**config.mk**
```make
export PLATFORM = sky130hd
export DESIGN_NAME = hsv_to_rgb_converter_top
export DESIGN_NICKNAME = d
export VERILOG_FILES = /design/src/hdl/hsv2rgb_pkg.sv /design/src/hdl/hsv_to_rgb_converter_top.sv
export SDC_FILE = /design/constraint.sdc
export NUM_CORES = 2
export LEC_CHECK = 0
export BUFFER_PORTS_ARGS = -buffer_cell sky130_fd_sc_hd__buf_2
export CAP_MARGIN = 30
export CORE_ASPECT_RATIO = 2
export CORE_MARGIN = 2
export CORE_UTILIZATION = 50
export CTS_BUF_LIST = sky130_fd_sc_hd__clkbuf_8 sky130_fd_sc_hd__clkbuf_16
export DETAILED_ROUTE_END_ITERATION = 12
export PLACE_DENSITY = 0.65
export SETUP_SLACK_MARGIN = 0.3
export SLEW_MARGIN = 20
export SYNTH_ARGS = -nofsm -noshare
export SYNTH_HDL_FRONTEND = slang
export SYNTH_SLANG_ARGS = --single-unit
```
**constraint.sdc**
```tcl
create_clock -name clk_i -period 8.6 [get_ports clk_i]
set_input_delay 1.72 -clock clk_i [delete_from_list [all_inputs] [get_ports clk_i]]
set_output_delay 1.72 -clock clk_i [all_outputs]
set_load 0.05 [all_outputs]
```
**src/hdl/hsv2rgb_pkg.sv**
```systemverilog
// ----------------------------------------------------------------------------
// HSV to RGB package
// Fixed constants for hue reduction, sector split and the rounding divide.
// ----------------------------------------------------------------------------
`default_nettype none

package hsv2rgb_pkg;

  // Hue in 1/64 degree units
  localparam logic [15:0] HUE_FULL   = 16'd23040;  // 360 degrees
  localparam logic [15:0] HUE_DOUBLE = 16'd46080;  // 720 degrees
  localparam logic [11:0] HUE_SECTOR = 12'd3840;   // 60 degrees

  // Channel numerator widths
  localparam int unsigned NumW  = 28;
  localparam int unsigned QuotW = 20;

  // Rounding divide by 255*3840 = 256*3825: add half, drop 8 bits, divide by 3825
  localparam logic [NumW-1:0]  ROUND_OFF = 28'd489600;
  localparam logic [11:0]      DIV_REST  = 12'd3825;
  localparam logic [20:0]      RECIP_M   = 21'd1122867;  // floor(2^32 / 3825)
  localparam int unsigned      RecipSh   = 32;
  localparam int unsigned      ProdW     = QuotW + 21;

  // Hue sectors of 60 degrees
  typedef enum logic [2:0] {
    SEC_RED_YELLOW    = 3'd0,
    SEC_YELLOW_GREEN  = 3'd1,
    SEC_GREEN_CYAN    = 3'd2,
    SEC_CYAN_BLUE     = 3'd3,
    SEC_BLUE_MAGENTA  = 3'd4,
    SEC_MAGENTA_RED   = 3'd5
  } sector_e;

  // Lanes: floor channel, rising ramp, falling ramp
  localparam int unsigned Lanes     = 3;
  localparam int unsigned LaneFloor = 0;
  localparam int unsigned LaneRise  = 1;
  localparam int unsigned LaneFall  = 2;

  typedef logic [NumW-1:0]  num_t;
  typedef logic [QuotW-1:0] quot_t;

endpackage

`default_nettype wire

```
**src/hdl/hsv_to_rgb_converter_top.sv**
```systemverilog
// ----------------------------------------------------------------------------
// HSV to RGB converter
// Five-stage pipeline turning hue, saturation and value into 8-bit R, G, B.
// ----------------------------------------------------------------------------
// Registers: one per stage between input accept and output valid.
// Throughput: one item per cycle while out_ready_i is high; each stage reloads
//   in the same cycle that its successor advances, so items follow with no gap.
// Stalls: each stage advances when its successor is empty or advancing.
// Reset: asynchronous active-low; clears all stage valid bits, payload is not reset.
`default_nettype none

module hsv_to_rgb_converter_top (
  input  wire logic       clk_i,
  input  wire logic       rst_ni,
  input  wire logic       in_valid_i,
  output logic            in_ready_o,
  input  wire logic [15:0] hue_i,
  input  wire logic [7:0] saturation_i,
  input  wire logic [7:0] brightness_i,
  output logic            out_valid_o,
  input  wire logic       out_ready_i,
  output logic [7:0]      red_o,
  output logic [7:0]      green_o,
  output logic [7:0]      blue_o
);

  localparam int unsigned L = hsv2rgb_pkg::Lanes;

  // --------------------------------------------------------------------------
  // Stage valid bits and enables. A stage loads when it is empty or when the
  // stage after it moves on, so bubbles collapse and nothing is dropped.
  // --------------------------------------------------------------------------
  logic v1_q, v2_q, v3_q, v4_q, v5_q;
  logic en1, en2, en3, en4, en5;

  assign en5 = ~v5_q | out_ready_i;
  assign en4 = ~v4_q | en5;
  assign en3 = ~v3_q | en4;
  assign en2 = ~v2_q | en3;
  assign en1 = ~v1_q | en2;

  assign in_ready_o  = en1;
  assign out_valid_o = v5_q;

  always_ff @(posedge clk_i or negedge rst_ni) begin
    if (!rst_ni) begin
      v1_q <= 1'b0;
      v2_q <= 1'b0;
      v3_q <= 1'b0;
      v4_q <= 1'b0;
      v5_q <= 1'b0;
    end else begin
      if (en1) v1_q <= in_valid_i;
      if (en2) v2_q <= v1_q;
      if (en3) v3_q <= v2_q;
      if (en4) v4_q <= v3_q;
      if (en5) v5_q <= v4_q;
    end
  end

  // --------------------------------------------------------------------------
  // Stage 1: reduce hue modulo 360 degrees, split into sector and position,
  // form v*s (chroma) and v*(255-s) (floor term).
  // --------------------------------------------------------------------------
  logic [15:0] hue_red;
  logic [2:0]  sector_d;
  logic [11:0] pos_d;
  logic [15:0] vs_d, base_d;

  always_comb begin
    // Any 16-bit hue is below three turns: subtract at most two.
    if (hue_i >= hsv2rgb_pkg::HUE_DOUBLE) begin
      hue_red = hue_i - hsv2rgb_pkg::HUE_DOUBLE;
    end else if (hue_i >= hsv2rgb_pkg::HUE_FULL) begin
      hue_red = hue_i - hsv2rgb_pkg::HUE_FULL;
    end else begin
      hue_red = hue_i;
    end

    // Boundaries belong to the sector that starts there.
    if (hue_red >= 16'd19200) begin
      sector_d = hsv2rgb_pkg::SEC_MAGENTA_RED;
      pos_d    = 12'(hue_red - 16'd19200);
    end else if (hue_red >= 16'd15360) begin
      sector_d = hsv2rgb_pkg::SEC_BLUE_MAGENTA;
      pos_d    = 12'(hue_red - 16'd15360);
    end else if (hue_red >= 16'd11520) begin
      sector_d = hsv2rgb_pkg::SEC_CYAN_BLUE;
      pos_d    = 12'(hue_red - 16'd11520);
    end else if (hue_red >= 16'd7680) begin
      sector_d = hsv2rgb_pkg::SEC_GREEN_CYAN;
      pos_d    = 12'(hue_red - 16'd7680);
    end else if (hue_red >= 16'({4'd0, hsv2rgb_pkg::HUE_SECTOR})) begin
      sector_d = hsv2rgb_pkg::SEC_YELLOW_GREEN;
      pos_d    = 12'(hue_red - 16'({4'd0, hsv2rgb_pkg::HUE_SECTOR}));
    end else begin
      sector_d = hsv2rgb_pkg::SEC_RED_YELLOW;
      pos_d    = hue_red[11:0];
    end

    vs_d   = 16'(saturation_i) * 16'(brightness_i);
    base_d = 16'(8'hFF - saturation_i) * 16'(brightness_i);  // v * (255 - s)
  end

  logic [2:0]  sector_s1_q;
  logic [11:0] pos_s1_q;
  logic [15:0] vs_s1_q, base_s1_q;
  logic [7:0]  val_s1_q;

  always_ff @(posedge clk_i) begin
    if (en1) begin
      sector_s1_q <= sector_d;
      pos_s1_q    <= pos_d;
      vs_s1_q     <= vs_d;
      base_s1_q   <= base_d;
      val_s1_q    <= brightness_i;
    end
  end

  // --------------------------------------------------------------------------
  // Stage 2: ramp products v*s*k per lane, and the floor term times 3840.
  // Lane factors: zero for the floor channel, pos rising, 3840-pos falling.
  // --------------------------------------------------------------------------
  logic [11:0]             kfac [L];
  hsv2rgb_pkg::num_t       prod_d [L];
  hsv2rgb_pkg::num_t       base_sh_d;

  always_comb begin
    kfac[hsv2rgb_pkg::LaneFloor] = 12'd0;
    kfac[hsv2rgb_pkg::LaneRise]  = pos_s1_q;
    kfac[hsv2rgb_pkg::LaneFall]  = hsv2rgb_pkg::HUE_SECTOR - pos_s1_q;
    for (int i = 0; i < L; i++) begin
      prod_d[i] = hsv2rgb_pkg::NumW'(vs_s1_q) * hsv2rgb_pkg::NumW'(kfac[i]);
    end
    // base * 3840 = base * 4096 - base * 256
    base_sh_d = hsv2rgb_pkg::NumW'({base_s1_q, 12'd0})
              - hsv2rgb_pkg::NumW'({base_s1_q, 8'd0});
  end

  logic [2:0]         sector_s2_q;
  logic [7:0]         val_s2_q;
  hsv2rgb_pkg::num_t  prod_s2_q [L];
  hsv2rgb_pkg::num_t  base_sh_s2_q;

  always_ff @(posedge clk_i) begin
    if (en2) begin
      sector_s2_q  <= sector_s1_q;
      val_s2_q     <= val_s1_q;
      prod_s2_q    <= prod_d;
      base_sh_s2_q <= base_sh_d;
    end
  end

  // --------------------------------------------------------------------------
  // Stage 3: numerator plus half the divisor, then drop the 2^8 factor.
  // --------------------------------------------------------------------------
  hsv2rgb_pkg::num_t  sum_d [L];
  hsv2rgb_pkg::quot_t t_d [L];

  always_comb begin
    for (int i = 0; i < L; i++) begin
      sum_d[i] = base_sh_s2_q + prod_s2_q[i] + hsv2rgb_pkg::ROUND_OFF;
      t_d[i]   = sum_d[i][hsv2rgb_pkg::NumW-1:8];
    end
  end

  logic [2:0]          sector_s3_q;
  logic [7:0]          val_s3_q;
  hsv2rgb_pkg::quot_t  t_s3_q [L];

  always_ff @(posedge clk_i) begin
    if (en3) begin
      sector_s3_q <= sector_s2_q;
      val_s3_q    <= val_s2_q;
      t_s3_q      <= t_d;
    end
  end

  // --------------------------------------------------------------------------
  // Stage 4: estimate t / 3825 by reciprocal multiply; may read one low.
  // --------------------------------------------------------------------------
  logic [hsv2rgb_pkg::ProdW-1:0] rprod [L];
  logic [8:0]                    q0_d [L];

  always_comb begin
    for (int i = 0; i < L; i++) begin
      rprod[i] = hsv2rgb_pkg::ProdW'(t_s3_q[i]) * hsv2rgb_pkg::ProdW'(hsv2rgb_pkg::RECIP_M);
      q0_d[i]  = rprod[i][hsv2rgb_pkg::ProdW-1:hsv2rgb_pkg::RecipSh];
    end
  end

  logic [2:0]          sector_s4_q;
  logic [7:0]          val_s4_q;
  hsv2rgb_pkg::quot_t  t_s4_q [L];
  logic [8:0]          q0_s4_q [L];

  always_ff @(posedge clk_i) begin
    if (en4) begin
      sector_s4_q <= sector_s3_q;
      val_s4_q    <= val_s3_q;
      t_s4_q      <= t_s3_q;
      q0_s4_q     <= q0_d;
    end
  end

  // --------------------------------------------------------------------------
  // Stage 5: correct the estimate with one compare, then route the channels
  // by sector. The full channel is exactly the value itself.
  // --------------------------------------------------------------------------
  logic [20:0] rem  [L];
  logic [7:0]  chan [L];
  logic [7:0]  red_d, green_d, blue_d;

  always_comb begin
    for (int i = 0; i < L; i++) begin
      rem[i]  = 21'(t_s4_q[i]) - 21'(q0_s4_q[i]) * 21'(hsv2rgb_pkg::DIV_REST);
      chan[i] = (rem[i] >= 21'(hsv2rgb_pkg::DIV_REST)) ? 8'(q0_s4_q[i] + 9'd1)
                                                       : q0_s4_q[i][7:0];
    end

    case (hsv2rgb_pkg::sector_e'(sector_s4_q))
      hsv2rgb_pkg::SEC_RED_YELLOW: begin
        red_d   = val_s4_q;
        green_d = chan[hsv2rgb_pkg::LaneRise];
        blue_d  = chan[hsv2rgb_pkg::LaneFloor];
      end
      hsv2rgb_pkg::SEC_YELLOW_GREEN: begin
        red_d   = chan[hsv2rgb_pkg::LaneFall];
        green_d = val_s4_q;
        blue_d  = chan[hsv2rgb_pkg::LaneFloor];
      end
      hsv2rgb_pkg::SEC_GREEN_CYAN: begin
        red_d   = chan[hsv2rgb_pkg::LaneFloor];
        green_d = val_s4_q;
        blue_d  = chan[hsv2rgb_pkg::LaneRise];
      end
      hsv2rgb_pkg::SEC_CYAN_BLUE: begin
        red_d   = chan[hsv2rgb_pkg::LaneFloor];
        green_d = chan[hsv2rgb_pkg::LaneFall];
        blue_d  = val_s4_q;
      end
      hsv2rgb_pkg::SEC_BLUE_MAGENTA: begin
        red_d   = chan[hsv2rgb_pkg::LaneRise];
        green_d = chan[hsv2rgb_pkg::LaneFloor];
        blue_d  = val_s4_q;
      end
      default: begin
        red_d   = val_s4_q;
        green_d = chan[hsv2rgb_pkg::LaneFloor];
        blue_d  = chan[hsv2rgb_pkg::LaneFall];
      end
    endcase
  end

  logic [7:0] red_q, green_q, blue_q;

  always_ff @(posedge clk_i) begin
    if (en5) begin
      red_q   <= red_d;
      green_q <= green_d;
      blue_q  <= blue_d;
    end
  end

  assign red_o   = red_q;
  assign green_o = green_q;
  assign blue_o  = blue_q;

endmodule

`default_nettype wire
```
After elaboration in Yosys (flattened, before gate mapping):

Cells that the tools add are included.

* register bits after elaboration: 348
* input bits: 36
* output and inout port bits: 26
* word-level logic and storage cells: 110

* add/sub/neg operators: 21
* multiply operators: 10
* $lt $le $gt $ge: 10
* equal/unequal tests: 4
* muxes and demuxes: 17
* bitwise logic cells: 10
* reduce and logical (&&, ||, !) cells: 6

Operators with widths (number)
* multiplier 20 x 21 -> 41 bit (second input constant): 3
* adder 28 x 19 -> 28 bit (second input constant): 3
* one-hot mux 8 bit (3 select lines): 3
* greater-or-equal comparator 21 x 12 -> 1 bit (second input constant): 3
* multiplier 9 x 12 -> 21 bit (second input constant): 3
* subtractor 20 x 21 -> 21 bit: 3
* 2-to-1 mux 12 bit: 5
* subtractor 12 bit (second input constant): 5
* adder 28 bit: 2
* multiplier 16 x 12 -> 28 bit: 2
* greater-or-equal comparator 16 x 14 -> 1 bit (second input constant): 2
* greater-or-equal comparator 16 x 15 -> 1 bit (second input constant): 2
* 2-to-1 mux 16 bit: 2
* subtractor 28 x 24 -> 28 bit: 1
* adder 8 x 1 -> 8 bit (second input constant): 3
* 2-to-1 mux 8 bit: 3
* greater-or-equal comparator 16 x 12 -> 1 bit (second input constant): 1
* greater-or-equal comparator 16 x 13 -> 1 bit (second input constant): 1
* greater-or-equal comparator 16 bit (second input constant): 1
* multiplier 8 x 8 -> 16 bit: 1
* multiplier 9 x 9 -> 16 bit: 1
* subtractor 16 x 15 -> 16 bit (second input constant): 1
* subtractor 16 bit (second input constant): 1
* subtractor 12 bit (first input constant): 1
* 10 further kinds: 25

Longest topological paths before layout:

* depth in word-level cells: 9
* gate-level depth with buffers: 30
* mapped depth without buffers: 28

Worst setup path after synthesis:

Ideal clock, no wire load.

* path kind: input port to output port
* from: in out_ready_i
* to: out in_ready_o
* arrival: 5663 ps
* data required time: 6880 ps
* setup slack: 1217 ps
* stages: 4
* path buffers: 0
* path through: nor2b_1 -> nand4_1 -> inv_1 -> nand2_1

* cells in the longest elaborated chain, start to end: 5

RTL lines
* from (decl): RTL line hsv_to_rgb_converter_top.sv:21 `input wire logic out_ready_i,`
* bitwise OR 1 bit: RTL line hsv_to_rgb_converter_top.sv:36 `assign en5 = ~v5_q | out_ready_i;`
* bitwise OR 1 bit: RTL line hsv_to_rgb_converter_top.sv:37 `assign en4 = ~v4_q | en5;`
* bitwise OR 1 bit: RTL line hsv_to_rgb_converter_top.sv:38 `assign en3 = ~v3_q | en4;`
* bitwise OR 1 bit: RTL line hsv_to_rgb_converter_top.sv:39 `assign en2 = ~v2_q | en3;`
* net en2: RTL line hsv_to_rgb_converter_top.sv:34 `logic en1, en2, en3, en4, en5;`
* bitwise OR 1 bit: RTL line hsv_to_rgb_converter_top.sv:40 `assign en1 = ~v1_q | en2;`
* to (decl): RTL line hsv_to_rgb_converter_top.sv:16 `output logic in_ready_o,`

The timed path passes the listed nets, and every way through them passes these cells.

==> results.py <==
metrics = {
    "synthesis": {
        "ys_async_sr_fraction_pct": 1.53,
        "postSynthCellCount": 5479,
        "synth-seq-cells": 326,
        "avgSynthCellArea_um2": 9.98,
        "syn_area_um2": 54700,
        "synth_nets": 7293,
        "yosysWarnings": 0,
        "ys_types": 96,
        "synth_seq_area_share_pct": 17.9,
        "synth_ff_type": "edfxtp_1",
        "synth_edf_count": 321,
    },
    "routing": {
        "post_drt_wl_per_cell_um": 18.7,
        "totalWireLength_um": 129000,
        "dr.pass1.iters": 7,
        "via_per_inst": 5.41,
        "dr.first_iter.drc_count": 1460,
        "ant_nets": 0,
        "drcViolationCount": 0,
        "vias": 37400,
    },
    "finish": {
        "utilization_pct": 53.3,
        "fillers": 9686,
        "regArea_um2": 9760,
        "drive_above_1_share_pct": 3.72,
        "finalNetCount": 7324,
        "multi_input_area_um2": 39700,
        "area_delta_synth_final_pct": 5.68,
        "layoutNonFillerInstCount": 6923,
    },
    "setup_path": {
        "critPathMostFrequentCell": "fa_1",
        "arrival_ps": 8030,
        "critical-path-max-stage-delay_ps": 690,
        "slowest_stage": "edfxtp_1",
        "crit_fanout": 19,
        "reg2reg_depth": 28,
        "startpoint_type": "flop",
        "required_ps": 8950,
        "end_kind": "flop",
        "path_class": "flop to flop",
    },
    "placed_design": {
        "dp.cells": 6856,
        "dp_hpwl_um": 112000,
        "io_buffers": 61,
        "gp_congestion": 0.925,
    },
    "run_status": {
        "outcome": "completed",
    },
    "timing": {
        "finalCriticalPeriod_ps": 7680,
        "setup_tns_ps": 0,
        "setup_violations": 0,
        "timing.fmax_ghz": 0.130,
        "timing.final.crit_share_pct": 89.3,
        "worst_pin_slew_ps": 940,
        "rsz0062_at_grt": "no",
        "skew_ps": 37.0,
        "slew_violations": 0,
        "max_slew_margin_pct": 36.9,
        "finalHoldViolCount": 0,
    },
    "global_route": {
        "grt_pass1_wl_um": 209000,
        "first_global_vias": 41700,
        "antenna_found_initial": 4,
        "grt_util_met2_pct": 49.1,
        "met3_usage_pct": 1.57,
        "use_met1_pct": 21.9,
        "grt_usage_pct": 23.9,
        "overflow": 0,
        "busiest_layer": "met2",
        "grt_max_degree": 75,
    },
    "die": {
        "die_w_um": 238,
        "die_h_um": 472,
        "rows": 171,
        "core_area_um2": 108000,
        "ios": 62,
        "dieArea_um2": 112000,
        "initial_core_util_pct": 50.4,
    },
    "clocking": {
        "clk_pin_slew_worst_paths_ps": 70,
        "tritoncts": "done",
        "h-tree-depth": 2,
        "clkSinkCount": 326,
        "cts_buffer_depth": 3,
        "cts_buffers": 36,
        "clockRootBuffer": "clkbuf_16",
        "postCtsSetupRepairBufs": 0,
        "clk_latency_ps": 600,
        "cts_resized": 0,
        "hold_buffers": 0,
    },
    "hold_path": {
        "holdCritPathClass": "flop to flop",
        "whs_path_depth": 0,
    },
    "flow_run": {
        "cap_violations": 0,
    },
}
==> layout make-up <==
cell class / instances / area share, %
Multi-Input combinational cell: 3746 / 68.6
Timing Repair Buffer: 104 / 1.12
Sequential cell: 326 / 16.9
Inverter: 1296 / 8.42
Clock buffer: 39 / 1.63
Clock inverter: 27 / 0.316
Antenna cell: 1 / 0.00433
Tap cell: 1384 / 3.00
==> worst max-delay path: cells and delay by family (launching register included) <==
kind | cells | cell delay, ps
compound gates | 9 | 2160
simple gates | 7 | 1290
fa+ha+maj | 6 | 2680
xor+xnor | 2 | 250
buf+inv | 4 | 390
flops | 1 | 690
==> worst paths after layout <==
check | start | end | slack, ps
min in group asynchronous | rst_ni | v1_q | 970
setup / recovery | pos_s1_q[4] | prod_s2_q[27] | 920
hold reg to reg | val_s3_q[1] | val_s4_q[1] | 420
max in group asynchronous | rst_ni | v4_q | 7410
hold / removal | val_s3_q[1] | val_s4_q[1] | 420
setup reg to reg | pos_s1_q[4] | prod_s2_q[27] | 920
==> routing by layer <==
layer | routed length [um] | vias up
met3 | 2860 | 366
met2 | 74700 | 712
met4 | 9870 | 0
met1 | 41700 | 18600
li1 | - | 17700
met5 | 0 | -
==> through the flow <==
stage                     hold slack, ps  area (um2)  setup WS, ps
after detailed placement             405       56700           912
after global routing                 433       57800           414
after global placement               403       56600          1000
after CTS                            419       57800           918
final                                418       57800           920
after floorplan                      400       54700          1220
==> registers in the layout (all words and copies together), names as in the netlist, 12 cells and up <==
register / count
q0_s4_q: 27
t_s4_q: 60
pos_s1_q: 12
base_s1_q: 16
t_s3_q: 60
base_sh_s2_q: 20
prod_s2_q: 42
vs_s1_q: 16
==> placed cells by master (no fill, tap or decap), drive strengths merged, types with 71 or more instances in the layout <==
cell	n
a21o	71
a21oi	151
and2	181
buf	104
edfxtp	321
fa	736
ha	1042
inv	1308
nand2	386
nor2	168
nor2b	73
o21ai	117
xnor2	163
==> cell usage after synthesis (all sizes together) (38+ instances only) <==
cell type / count / area (um2)
xnor2: 163 / 1440
nand3: 54 / 270
nand2b: 51 / 319
o21a: 38 / 287
a21oi: 151 / 756
clkbuf: 103 / 387
xor2: 57 / 499
ha: 1042 / 13000
and2: 181 / 1130
nor2b: 73 / 457
fa: 736 / 14700
a21o: 71 / 534
inv: 1296 / 4860
o21ai: 117 / 597
nand2: 386 / 1450
nor3: 68 / 345
edfxtp: 321 / 9640
nor2: 168 / 633
==> logic make-up (layout without fill, tap and decap cells) <==
| family | after synthesis | after routing | share of synthesized area [%] |
|---|---|---|---|
| buffers and inverters | 1407 | 1466 | 9.67 |
| XOR/XNOR | 220 | 220 | 3.54 |
| adder cells (fa/ha/maj) | 1779 | 1779 | 50.8 |
| flip-flops | 326 | 326 | 17.9 |
| multiplexers | 24 | 24 | 0.446 |
| AND/OR/NAND/NOR | 1101 | 1101 | 9.93 |
| other | 0 | 1 | 0 |
| AO/OA/AOI/OAI | 622 | 622 | 7.76 |
Power is left out: the tool's default activity adds up to more than one toggle a clock period on the data nets, which glitch-free logic cannot reach.
